`src/rtl/rqs_pkg.sv`:
```
`timescale 1ns / 1ps
// ----------------------------------------------------------------------------
// rqs_pkg
// Shared constants, types and the box union function for the quadratic node split.
// ----------------------------------------------------------------------------
package rqs_pkg;
    localparam int NODE_CAPACITY = 8;
    localparam int STORE_DEPTH   = NODE_CAPACITY + 1;
    localparam int IDX_BITS      = $clog2(STORE_DEPTH);
    localparam int CNT_BITS      = $clog2(STORE_DEPTH + 1);
    localparam int COORD_BITS    = 16;
    localparam int EXT_BITS      = COORD_BITS + 1;
    localparam int VOL_BITS      = 2 * EXT_BITS;

    typedef struct packed {
        logic signed [COORD_BITS-1:0] lx;
        logic signed [COORD_BITS-1:0] hx;
        logic signed [COORD_BITS-1:0] ly;
        logic signed [COORD_BITS-1:0] hy;
    } box_t;

    function automatic box_t box_union(box_t p, box_t q);
        box_t u;
        u.lx = (p.lx < q.lx) ? p.lx : q.lx;
        u.hx = (p.hx > q.hx) ? p.hx : q.hx;
        u.ly = (p.ly < q.ly) ? p.ly : q.ly;
        u.hy = (p.hy > q.hy) ? p.hy : q.hy;
        return u;
    endfunction
endpackage

```
`src/rtl/rtree_quadratic_node_split.sv`:
```
`timescale 1ns / 1ps
// ----------------------------------------------------------------------------
// rtree_quadratic_node_split
// Quadratic R-tree node split over up to nine stored 2-D rectangles.
// ----------------------------------------------------------------------------
// Rectangles load one word per cycle. The word with tlast set starts the
// split; s_tready then stays low until every result word has been taken.
// One shared volume unit (one multiply, registered) is reused for every area:
// the seed scan computes the volumes of each entry pair and of their union and
// compares the waste, and each pick computes the two group volumes, checks
// every stored entry, computes both union volumes for each unassigned entry
// and then places the pick. Result words follow, one per cycle while m_tready
// is high.
module rtree_quadratic_node_split
    import rqs_pkg::*;
(
    input  logic        clk,
    input  logic        rst_n,
    input  logic        cfg_we,
    input  logic [5:0]  cfg_wdata,
    input  logic        s_tvalid,
    output logic        s_tready,
    input  logic [63:0] s_tdata,   // low_x, high_x, low_y, high_y
    input  logic        s_tlast,   // final_entry
    output logic        m_tvalid,
    input  logic        m_tready,
    output logic [7:0]  m_tdata,   // entry_index[5:0], group_id[6], zero
    output logic        m_tlast    // last_result
);
    localparam logic [3:0] ST_LOAD  = 4'd0;
    localparam logic [3:0] ST_SEEDA = 4'd1;  // vol of i
    localparam logic [3:0] ST_SEEDB = 4'd2;  // vol of j
    localparam logic [3:0] ST_SEEDC = 4'd3;  // vol of union
    localparam logic [3:0] ST_SEEDD = 4'd4;  // compare
    localparam logic [3:0] ST_GVA   = 4'd5;
    localparam logic [3:0] ST_GVB   = 4'd6;
    localparam logic [3:0] ST_GCHK  = 4'd7;
    localparam logic [3:0] ST_PUA   = 4'd8;
    localparam logic [3:0] ST_PUB   = 4'd9;
    localparam logic [3:0] ST_PCMP  = 4'd10;
    localparam logic [3:0] ST_PASG  = 4'd11;
    localparam logic [3:0] ST_FILL  = 4'd12;
    localparam logic [3:0] ST_OUT   = 4'd13;

    box_t store [STORE_DEPTH];
    logic [3:0] state_reg;
    logic [5:0] min_fill_reg;
    logic [CNT_BITS-1:0] cnt_reg;
    logic [STORE_DEPTH-1:0] asg_reg, grp_reg;
    logic [IDX_BITS-1:0] i_reg, j_reg, si_reg, sj_reg, pick_reg;
    logic have_reg, pgrp_reg, fgrp_reg;
    box_t ga_reg, gb_reg;
    logic [CNT_BITS-1:0] sa_reg, sb_reg, rem_reg;
    logic [VOL_BITS-1:0] vi_reg, vj_reg, va_reg, vb_reg, ea_reg, prod_reg;
    logic [VOL_BITS+1:0] bw_reg, best_reg;
    box_t mbox;
    logic signed [EXT_BITS-1:0] dx, dy;
    box_t in_box, bi, bj;

    // shared volume unit
    assign dx = EXT_BITS'(mbox.hx) - EXT_BITS'(mbox.lx);
    assign dy = EXT_BITS'(mbox.hy) - EXT_BITS'(mbox.ly);

    assign bi = store[i_reg];
    assign bj = store[j_reg];

    always_comb
    begin
        case (state_reg)
            ST_SEEDA: mbox = bi;
            ST_SEEDB: mbox = bj;
            ST_SEEDC: mbox = box_union(bi, bj);
            ST_GVA:   mbox = ga_reg;
            ST_GVB:   mbox = gb_reg;
            ST_PUA:   mbox = box_union(ga_reg, bi);
            ST_PUB:   mbox = box_union(gb_reg, bi);
            default:  mbox = bi;
        endcase
    end

    always_comb
    begin
        in_box.lx = s_tdata[15:0];
        in_box.hx = s_tdata[31:16];
        in_box.ly = s_tdata[47:32];
        in_box.hy = s_tdata[63:48];
        if (in_box.lx > in_box.hx)
        begin
            in_box.lx = s_tdata[31:16];
            in_box.hx = s_tdata[15:0];
        end
        if (in_box.ly > in_box.hy)
        begin
            in_box.ly = s_tdata[63:48];
            in_box.hy = s_tdata[47:32];
        end
    end

    logic s_acc;
    assign s_acc    = s_tvalid && s_tready;
    assign s_tready = (state_reg == ST_LOAD);
    assign m_tvalid = (state_reg == ST_OUT);
    assign m_tdata  = {1'b0, grp_reg[i_reg], 6'(i_reg)};
    assign m_tlast  = (CNT_BITS'(i_reg) + 1'b1 == cnt_reg);

    // waste = (vu - vi) - vj  ; enlargement diff from ea/eb
    logic [VOL_BITS+1:0] waste, eb, d;
    logic gt_seed, fill0, fill1, last_i;
    assign waste = {2'b0, prod_reg} - {2'b0, vi_reg} - {2'b0, vj_reg};
    assign gt_seed = $signed(waste) > $signed(bw_reg);
    assign eb = {2'b0, prod_reg} - {2'b0, vb_reg};
    assign d = ({2'b0, ea_reg} > eb) ? {2'b0, ea_reg} - eb : eb - {2'b0, ea_reg};
    assign fill0 = 7'(sa_reg) + 7'(rem_reg) <= 7'(min_fill_reg);
    assign fill1 = 7'(sb_reg) + 7'(rem_reg) <= 7'(min_fill_reg);
    assign last_i = (CNT_BITS'(i_reg) + 1'b1 == cnt_reg);

    always_ff @(posedge clk)
    begin
        prod_reg <= VOL_BITS'(dx * dy);
        if (s_acc && cnt_reg < CNT_BITS'(STORE_DEPTH))
            store[cnt_reg[IDX_BITS-1:0]] <= in_box;
    end

    always_ff @(posedge clk or negedge rst_n)
    begin
        if (!rst_n)
        begin
            state_reg    <= ST_LOAD;
            min_fill_reg <= 6'd3;
            cnt_reg      <= '0;
            asg_reg      <= '0;
            grp_reg      <= '0;
            i_reg        <= '0;
            j_reg        <= '0;
            si_reg       <= '0;
            sj_reg       <= '0;
            pick_reg     <= '0;
            have_reg     <= 1'b0;
            pgrp_reg     <= 1'b0;
            fgrp_reg     <= 1'b0;
            sa_reg       <= '0;
            sb_reg       <= '0;
            rem_reg      <= '0;
            ga_reg       <= '0;
            gb_reg       <= '0;
            vi_reg       <= '0;
            vj_reg       <= '0;
            va_reg       <= '0;
            vb_reg       <= '0;
            ea_reg       <= '0;
            bw_reg       <= '0;
            best_reg     <= '0;
        end
        else
        begin
            if (cfg_we)
                min_fill_reg <= cfg_wdata;
            case (state_reg)
                ST_LOAD:
                begin
                    if (s_acc)
                    begin
                        logic [CNT_BITS-1:0] n;
                        n = (cnt_reg < CNT_BITS'(STORE_DEPTH)) ? cnt_reg + 1'b1 : cnt_reg;
                        cnt_reg <= n;
                        asg_reg <= '0;
                        grp_reg <= '0;
                        if (s_tlast)
                        begin
                            i_reg    <= '0;
                            j_reg    <= IDX_BITS'(1);
                            have_reg <= 1'b0;
                            state_reg <= (n < CNT_BITS'(2)) ? ST_OUT : ST_SEEDA;
                        end
                    end
                end
                ST_SEEDA: state_reg <= ST_SEEDB;
                ST_SEEDB:
                begin
                    vi_reg    <= prod_reg;
                    state_reg <= ST_SEEDC;
                end
                ST_SEEDC:
                begin
                    vj_reg    <= prod_reg;
                    state_reg <= ST_SEEDD;
                end
                ST_SEEDD:
                begin
                    if (!have_reg || gt_seed)
                    begin
                        have_reg <= 1'b1;
                        bw_reg   <= waste;
                        si_reg   <= i_reg;
                        sj_reg   <= j_reg;
                    end
                    if (CNT_BITS'(j_reg) + 1'b1 < cnt_reg)
                    begin
                        j_reg     <= j_reg + 1'b1;
                        state_reg <= ST_SEEDA;
                    end
                    else if (CNT_BITS'(i_reg) + CNT_BITS'(2) < cnt_reg)
                    begin
                        i_reg     <= i_reg + 1'b1;
                        j_reg     <= i_reg + IDX_BITS'(2);
                        state_reg <= ST_SEEDA;
                    end
                    else
                        state_reg <= ST_FILL;
                end
                ST_FILL:
                begin
                    // seed placement
                    asg_reg[si_reg] <= 1'b1;
                    asg_reg[sj_reg] <= 1'b1;
                    grp_reg[sj_reg] <= 1'b1;
                    ga_reg  <= store[si_reg];
                    gb_reg  <= store[sj_reg];
                    sa_reg  <= CNT_BITS'(1);
                    sb_reg  <= CNT_BITS'(1);
                    rem_reg <= cnt_reg - CNT_BITS'(2);
                    state_reg <= ST_GVA;
                end
                ST_GVA: state_reg <= ST_GVB;
                ST_GVB:
                begin
                    va_reg    <= prod_reg;
                    state_reg <= ST_GCHK;
                end
                ST_GCHK:
                begin
                    vb_reg   <= prod_reg;
                    i_reg    <= '0;
                    have_reg <= 1'b0;
                    if (rem_reg == '0)
                        state_reg <= ST_OUT;
                    else if (fill0 || fill1)
                    begin
                        fgrp_reg  <= !fill0;
                        state_reg <= ST_PASG;
                    end
                    else
                        state_reg <= ST_PUA;
                end
                ST_PUA:
                begin
                    if (asg_reg[i_reg])
                    begin
                        if (last_i)
                            state_reg <= ST_PASG;
                        else
                            i_reg <= i_reg + 1'b1;
                    end
                    else
                        state_reg <= ST_PUB;
                end
                ST_PUB:
                begin
                    ea_reg    <= prod_reg - va_reg;
                    state_reg <= ST_PCMP;
                end
                ST_PCMP:
                begin
                    if (!have_reg || d > best_reg)
                    begin
                        have_reg <= 1'b1;
                        best_reg <= d;
                        pick_reg <= i_reg;
                        if ({2'b0, ea_reg} != eb)
                            pgrp_reg <= !({2'b0, ea_reg} < eb);
                        else if (va_reg != vb_reg)
                            pgrp_reg <= !(va_reg < vb_reg);
                        else
                            pgrp_reg <= !(sa_reg < sb_reg);
                    end
                    if (last_i)
                        state_reg <= ST_PASG;
                    else
                    begin
                        i_reg     <= i_reg + 1'b1;
                        state_reg <= ST_PUA;
                    end
                end
                ST_PASG:
                begin
                    if (fill0 || fill1)
                    begin
                        // hand all remaining entries to one group
                        for (int k = 0; k < STORE_DEPTH; k++)
                            if (CNT_BITS'(k) < cnt_reg && !asg_reg[k])
                            begin
                                asg_reg[k] <= 1'b1;
                                grp_reg[k] <= fgrp_reg;
                            end
                        i_reg     <= '0;
                        state_reg <= ST_OUT;
                    end
                    else
                    begin
                        asg_reg[pick_reg] <= 1'b1;
                        grp_reg[pick_reg] <= pgrp_reg;
                        rem_reg <= rem_reg - 1'b1;
                        if (pgrp_reg)
                        begin
                            gb_reg <= box_union(gb_reg, store[pick_reg]);
                            sb_reg <= sb_reg + 1'b1;
                        end
                        else
                        begin
                            ga_reg <= box_union(ga_reg, store[pick_reg]);
                            sa_reg <= sa_reg + 1'b1;
                        end
                        state_reg <= ST_GVA;
                    end
                end
                ST_OUT:
                begin
                    if (m_tready)
                    begin
                        if (last_i)
                        begin
                            cnt_reg   <= '0;
                            state_reg <= ST_LOAD;
                        end
                        else
                            i_reg <= i_reg + 1'b1;
                    end
                end
                default: state_reg <= ST_LOAD;
            endcase
        end
    end
endmodule

```
`config.mk`:
```
export PLATFORM = sky130hd
export DESIGN_NAME = rtree_quadratic_node_split
export DESIGN_NICKNAME = d
export VERILOG_FILES = /design/src/rtl/rqs_pkg.sv /design/src/rtl/rtree_quadratic_node_split.sv
export SDC_FILE = /design/constraint.sdc
export NUM_CORES = 2
export LEC_CHECK = 0
export BUFFER_PORTS_ARGS = -buffer_cell sky130_fd_sc_hd__buf_2
export CAP_MARGIN = 5
export CORE_UTILIZATION = 25
export DETAILED_ROUTE_END_ITERATION = 12
export GPL_TIMING_DRIVEN = 0
export SLEW_MARGIN = 30
export SYNTH_ARGS = -nofsm -noshare
export SYNTH_HDL_FRONTEND = slang
export SYNTH_SLANG_ARGS = --single-unit
```
`constraint.sdc`:
```
create_clock -name clk -period 16.3 [get_ports clk]
set_input_delay 2.445 -clock clk [delete_from_list [all_inputs] [get_ports clk]]
set_output_delay 2.445 -clock clk [all_outputs]
set_load 0.02 [all_outputs]
```
Yosys cells after proc, flatten, opt, wreduce, memory -nomap -nowiden
Memories as Yosys holds them, arrays and structs flattened.
Cells that the tools add are included.
{ "totals": {"mem_bits_rw": 576, "n_memories": 1, "reg_bits": 471, "elab_cells": 350, "out_inout_bits": 11, "inputBits": 76} }
{ "mem_list": {"columns": ["memory", "words", "word_bits", "rd", "rd_ports_with_merged_regs", "wr", "line_no", "source"], "rows": [
  ["store", 9, 64, 5, 0, 1, "rtree_quadratic_node_split.sv:45", "box_t store [STORE_DEPTH];"]
]} }
{ "op_classes": {"n_lt_le_gt_ge": 50, "bitwise": 5, "add_sub_neg": 18, "mul": 1, "n_eq_ne": 48, "reduce_logical": 67, "mux": 112} }
{ "ops": {"columns": ["operator", "n"], "rows": [
  ["$pmux 64 s6", 1],
  ["$mux 16", 20],
  ["$mux 64", 4],
  ["$pmux 64 s2", 2],
  ["$gt 16x16->1", 12],
  ["$lt 16x16->1", 10],
  ["$mux 4", 29],
  ["$sub 35x35->36", 3],
  ["$gt 36x36->1", 2],
  ["$sub 34x34->35", 2],
  ["$mux 32", 2],
  ["$pmux 4 s14", 1],
  ["$pmux 9 s3", 2],
  ["$pmux 4 s2", 5],
  ["$reduce_and 4->1", 10],
  ["$gt 34x36->1", 1],
  ["$lt 34x36->1", 1],
  ["$mux 36", 1],
  ["$ne 34x36->1", 1],
  ["$or 9x9->9", 4],
  ["$reduce_and 3->1", 12],
  ["$lt 34x34->1", 1],
  ["$mul 17x17->34", 1],
  ["$ne 2x2->1 const B", 17],
  ["46 further kinds", 157]
]} }

Longest topological paths before layout
{ "logic_depth": {"word_depth": 7, "depth_mapped": 57, "depth_no_buf": 50} }

Worst setup path after synthesis
No wires, ideal clock.
{ "synth_path": {"kind": "register -> register", "startpoint": "reg j_reg[0]", "endpoint": "reg prod_reg[33]", "setup_slack_ns": 3.935, "arrival_ns": 12.245, "period_less_slack_ns": 12.365, "path_buffers": 6, "path_stages_with_launch": 54, "required_time_ns": 16.180, "setup_ns": 0.120, "cell_sequence": "dfrtp_1 -> buf_2 -> buf_1 -> buf_2 -> mux4_2 -> mux2i_1 -> nor2_1 -> a21oi_1 -> ha_1 -> a21o_1 -> a21o_1 -> a21o_1 -> a21o_1 -> a21o_1 -> a21oi_1 -> nor4bb_1 -> or3_1 -> clkbuf_1 -> [... 18 more ...] -> inv_1 -> fa_1 -> inv_1 -> fa_1 -> fa_1 -> inv_1 -> fa_1 -> inv_1 -> ha_1 -> a21o_1 -> a211o_1 -> nor2_1 -> o41ai_1 -> o21ai_0 -> nor2_1 -> o31ai_1 -> a21oi_1 -> a211o_1"} }
{ "synth_between": {"elab_chain_cells": 6, "elab_cells_between_ends": 13, "classes_between": "add/sub (2); mul (1); order compare (4); mux (5); memory (1)"} }
{ "synth_rtl": {"columns": ["item", "line_no", "source"], "rows": [
  ["from (decl)", "rtree_quadratic_node_split.sv:50", "logic [IDX_BITS-1:0] i_reg, j_reg, si_reg, sj_reg, pick_reg;"],
  ["from (signal assigned)", "rtree_quadratic_node_split.sv:199", "j_reg <= j_reg + 1'b1;"],
  ["from (signal assigned)", "rtree_quadratic_node_split.sv:205", "j_reg <= i_reg + IDX_BITS'(2);"],
  ["$mem_v2 9x64 (*)", null, null],
  ["$gt 16x16->1, or another cell as far along", "rqs_pkg.sv:25", "u.hx = (p.hx > q.hx) ? p.hx : q.hx;"],
  ["$mux 16 (on tied branches)", null, null],
  ["$pmux 64 s6 (*)", "rtree_quadratic_node_split.sv:69", "case (state_reg)"],
  ["$sub 16x16->17 (on tied branches)", "rtree_quadratic_node_split.sv:61, rtree_quadratic_node_split.sv:62", null],
  ["$mul 17x17->34 (*)", "rtree_quadratic_node_split.sv:119", "prod_reg <= VOL_BITS'(dx * dy);"],
  ["to (signal assigned)", "rtree_quadratic_node_split.sv:119", null],
  ["to (decl)", "rtree_quadratic_node_split.sv:54", "logic [VOL_BITS-1:0] vi_reg, vj_reg, va_reg, vb_reg, ea_reg, prod_reg;"]
]} }
Every way passes the cells marked *; elsewhere a longest branch is shown, timed or not.
A chain may end at the register's enable or synchronous reset.

Worst setup path after layout
{ "layout_path": {"startpoint": "reg i_reg[1]", "endpoint": "reg prod_reg[33]"} }
{ "layout_between": {"elab_chain_cells": 6, "elab_cells_between_ends": 29, "classes_between": "add/sub (2); mul (1); order compare (12); mux (13); memory (1)"} }
{ "layout_rtl": {"columns": ["item", "line_no", "source"], "rows": [
  ["from (decl)", "rtree_quadratic_node_split.sv:50", null],
  ["from (signal assigned)", "rtree_quadratic_node_split.sv:204", "i_reg <= i_reg + 1'b1;"],
  ["from (signal assigned)", "rtree_quadratic_node_split.sv:252", "i_reg <= i_reg + 1'b1;"],
  ["from (signal assigned)", "rtree_quadratic_node_split.sv:280", "i_reg <= i_reg + 1'b1;"],
  ["$mem_v2 9x64 (*)", null, null],
  ["$gt 16x16->1, or another cell as far along", "rqs_pkg.sv:25", null],
  ["$mux 16 (on tied branches)", null, null],
  ["$pmux 64 s6 (*)", "rtree_quadratic_node_split.sv:69", null],
  ["$sub 16x16->17 (on tied branches)", "rtree_quadratic_node_split.sv:61, rtree_quadratic_node_split.sv:62", null],
  ["$mul 17x17->34 (*)", "rtree_quadratic_node_split.sv:119", null]
]} }
Marks and branches as above.

==> flow_summary.json <==
{
  "synth.largest_area_cell": "edfxtp_1",
  "start_util_pct": 25.2,
  "synthArstFlopShare_pct": 41.7,
  "die_x_um": 629,
  "fin_nets": 10900,
  "synthFlopType": "edfxtp_1",
  "die_y_um": 629,
  "final_hold_viol_count": 0,
  "h-tree-depth": 4,
  "overflow": 0,
  "die_area_um2": 396000,
  "skew_ns": 0.155,
  "place_inst": 14700,
  "cts_num_sinks": 1047,
  "largest_reg_flops": 576,
  "synth.area.top_cells": "edfxtp_1 18%, mux4_2 15%, dfrtp_1 11%, ha_1 10%, fa_1 6.3%",
  "hold_start": "prod_reg[0]",
  "cpMaxStageDelayCell": "clkbuf_2",
  "netlist_area_um2": 98300,
  "maxUsedRoutingLayer": "met5",
  "slew_headroom_pct": 21.1,
  "status": "finished, final reports clean",
  "core_area_um2": 390000,
  "route.detailed.drc": 0,
  "start_kind": "flip-flop",
  "max_cap_violations": 0,
  "slowest_delay_ns": 0.65,
  "wl_met2_mm": 170,
  "placed_area_um2": 107000,
  "r2r-start": "i_reg[1]",
  "ant_nets": 0,
  "cts.reportedPaths.clkPinSlew_ns": 0.06,
  "max_freq_ghz": 0.0623,
  "vias_per_cell": 5.56,
  "slew_viol_final": 0,
  "synth_top_area_share_pct": 17.6,
  "grt_pass1_vias": 79200,
  "grt_max_degree": 78,
  "ys_ff_latch": 1047,
  "multi_input_area_um2": 64400,
  "portBuffers": 82,
  "crit_type": "reg2reg",
  "wl_per_cell_um": 27.1,
  "synth_commonest_cells": "827 x inv_1, 809 x ha_1, 681 x o21ai_0",
  "final_cells": 15000,
  "cts_root_buf": "clkbuf_16",
  "critPathCaptureType": "flip-flop",
  "setup_viol_count_final": 0,
  "wl_met3_mm": 50.9,
  "fin_setup_tns_ns": 0,
  "crit_path_frequent_cell": "fa_1",
  "finalCritPeriodShare_pct": 98.5,
  "track_usage_pct": 19.7,
  "synth_edf_count": 576,
  "totalWireLength_mm": 406,
  "ys_types": 99,
  "syn_avg_cell_area_um2": 10.4,
  "yosysMostFrequentCell": "inv_1",
  "tritoncts": "yes",
  "wl_met1_mm": 154,
  "worstReg2RegEnd": "prod_reg[33]",
  "utilization_pct": 28.6,
  "grt_antenna_before_repair": 36,
  "clkLatencyLatePin_ns": 0.90,
  "finalCriticalPeriod_ns": 16.06,
  "firstDrtPassIters": 9,
  "r2r_cells": 52,
  "hold_class": "reg2reg",
  "row_count": 229,
  "grt_pass1_wl_mm": 573,
  "reg2reg_setup_slack_ns": 0.24,
  "drtIter0Drc": 11700,
  "routabilityCongestion": 1.03,
  "hold_depth": 2,
  "cts_buffer_depth": 4,
  "seqCellArea_um2": 28900,
  "final_area_um2": 112000,
  "ys_seq_area_share_pct": 29.4,
  "worst-slew-pin-transition_ns": 1.18,
  "io_pins": 87,
  "syn-instance-count": 9412,
  "fill_cells": 40500,
  "arrival_ns": 16.73,
  "crit_required_ns": 16.97,
  "path_max_fanout": 10,
  "vias": 83300,
  "yosys_warnings": 0,
  "cts_made_buffers": 140,
  "drive_gt1_share_pct": 17.0,
  "ctsHoldBuffers": 0,
  "area_growth_pct": 13.5,
  "dp_hpwl_mm": 314,
  "hold_end": "va_reg[0]",
  "rsz0062_at_grt": "false"
}
routing by layer:
metal,GRT usage [%],up-vias
met5,0.0362,-
met4,12.3,22
met3,6.34,1261
met2,29.2,5734
met1,24.8,40700
li1,-,35600
cell type report:
type	count	area share, %
Multi-Input combinational cell	7005	57.7
Sequential cell	1047	25.9
Buffer	533	2.12
Timing Repair Buffer	130	1.36
Inverter	828	2.79
Clock buffer	168	3.43
Antenna cell	15	0.0336
Tap cell	5197	5.83
Clock inverter	74	0.789
how the worst max path moves through the flow:
stage | start | endpoint | cells after the start
6_report | i_reg[1] | prod_reg[33] | 52
5_1_grt | i_reg[1] | prod_reg[33] | 50
2_1_floorplan | j_reg[0] | prod_reg[33] | 53
3_3_place_gp | i_reg[1] | prod_reg[33] | 50
4_1_cts | i_reg[0] | prod_reg[33] | 48
3_5_place_dp | j_reg[1] | prod_reg[33] | 53
placed cells by master (no fill, tap or decap), types with 146 or more instances in the layout:
cell type	instances
clkbuf_1	278
nand2_1	599
buf_2	208
edfxtp_1	576
xnor2_1	149
dfrtp_1	435
mux4_2	644
o21ai_0	655
clkbuf_16	146
ha_1	809
nor2_1	632
mux2i_1	425
mux2_2	302
a21oi_1	650
inv_1	827
fa_1	307
a21o_1	257
stage by stage:
step / hold WS [ns] / setup slack (ns)
after detailed placement: 0.459 / -0.889
after global routing: 0.498 / 0.0192
after floorplan: 0.433 / 3.94
final: 0.452 / 0.239
after global placement: 0.456 / -1.62
after CTS: 0.453 / 0.0293
worst max-delay path: cells and delay by family, from the launching register on:
kind / cells / cell delay (ns)
AO/OA/AOI/OAI: 20 / 5.31
XOR/XNOR: 1 / 0.58
adder cells (fa/ha/maj): 10 / 4.44
buffers and inverters: 10 / 3.03
flip-flops: 1 / 0.57
multiplexers: 2 / 0.86
AND/OR/NAND/NOR: 9 / 1.10
timing repair:
action | CTS | global route
buffers inserted | 0 | 0
resized for setup | 13 | 36
setup endpoints to repair | 6 | 6
pin swaps | 0 | 0
cells by family (layout without fill, tap and decap cells):
logic type	count (synthesis)	count (layout)	synth area share, %
AOI/OAI and AO/OA	2302	2302	14.6
muxes	1373	1373	22.6
buffers and inverters	1362	1733	5.36
and+or+nand+nor	1970	1970	9.33
xor gates and xnor gates	241	241	2.15
DFF	1047	1047	29.4
other	1	18	0.00382
adders and majority gates	1116	1116	16.6
Power is left out: the tool's default activity adds up to more than one toggle a clock period on the data nets, which glitch-free logic cannot reach.
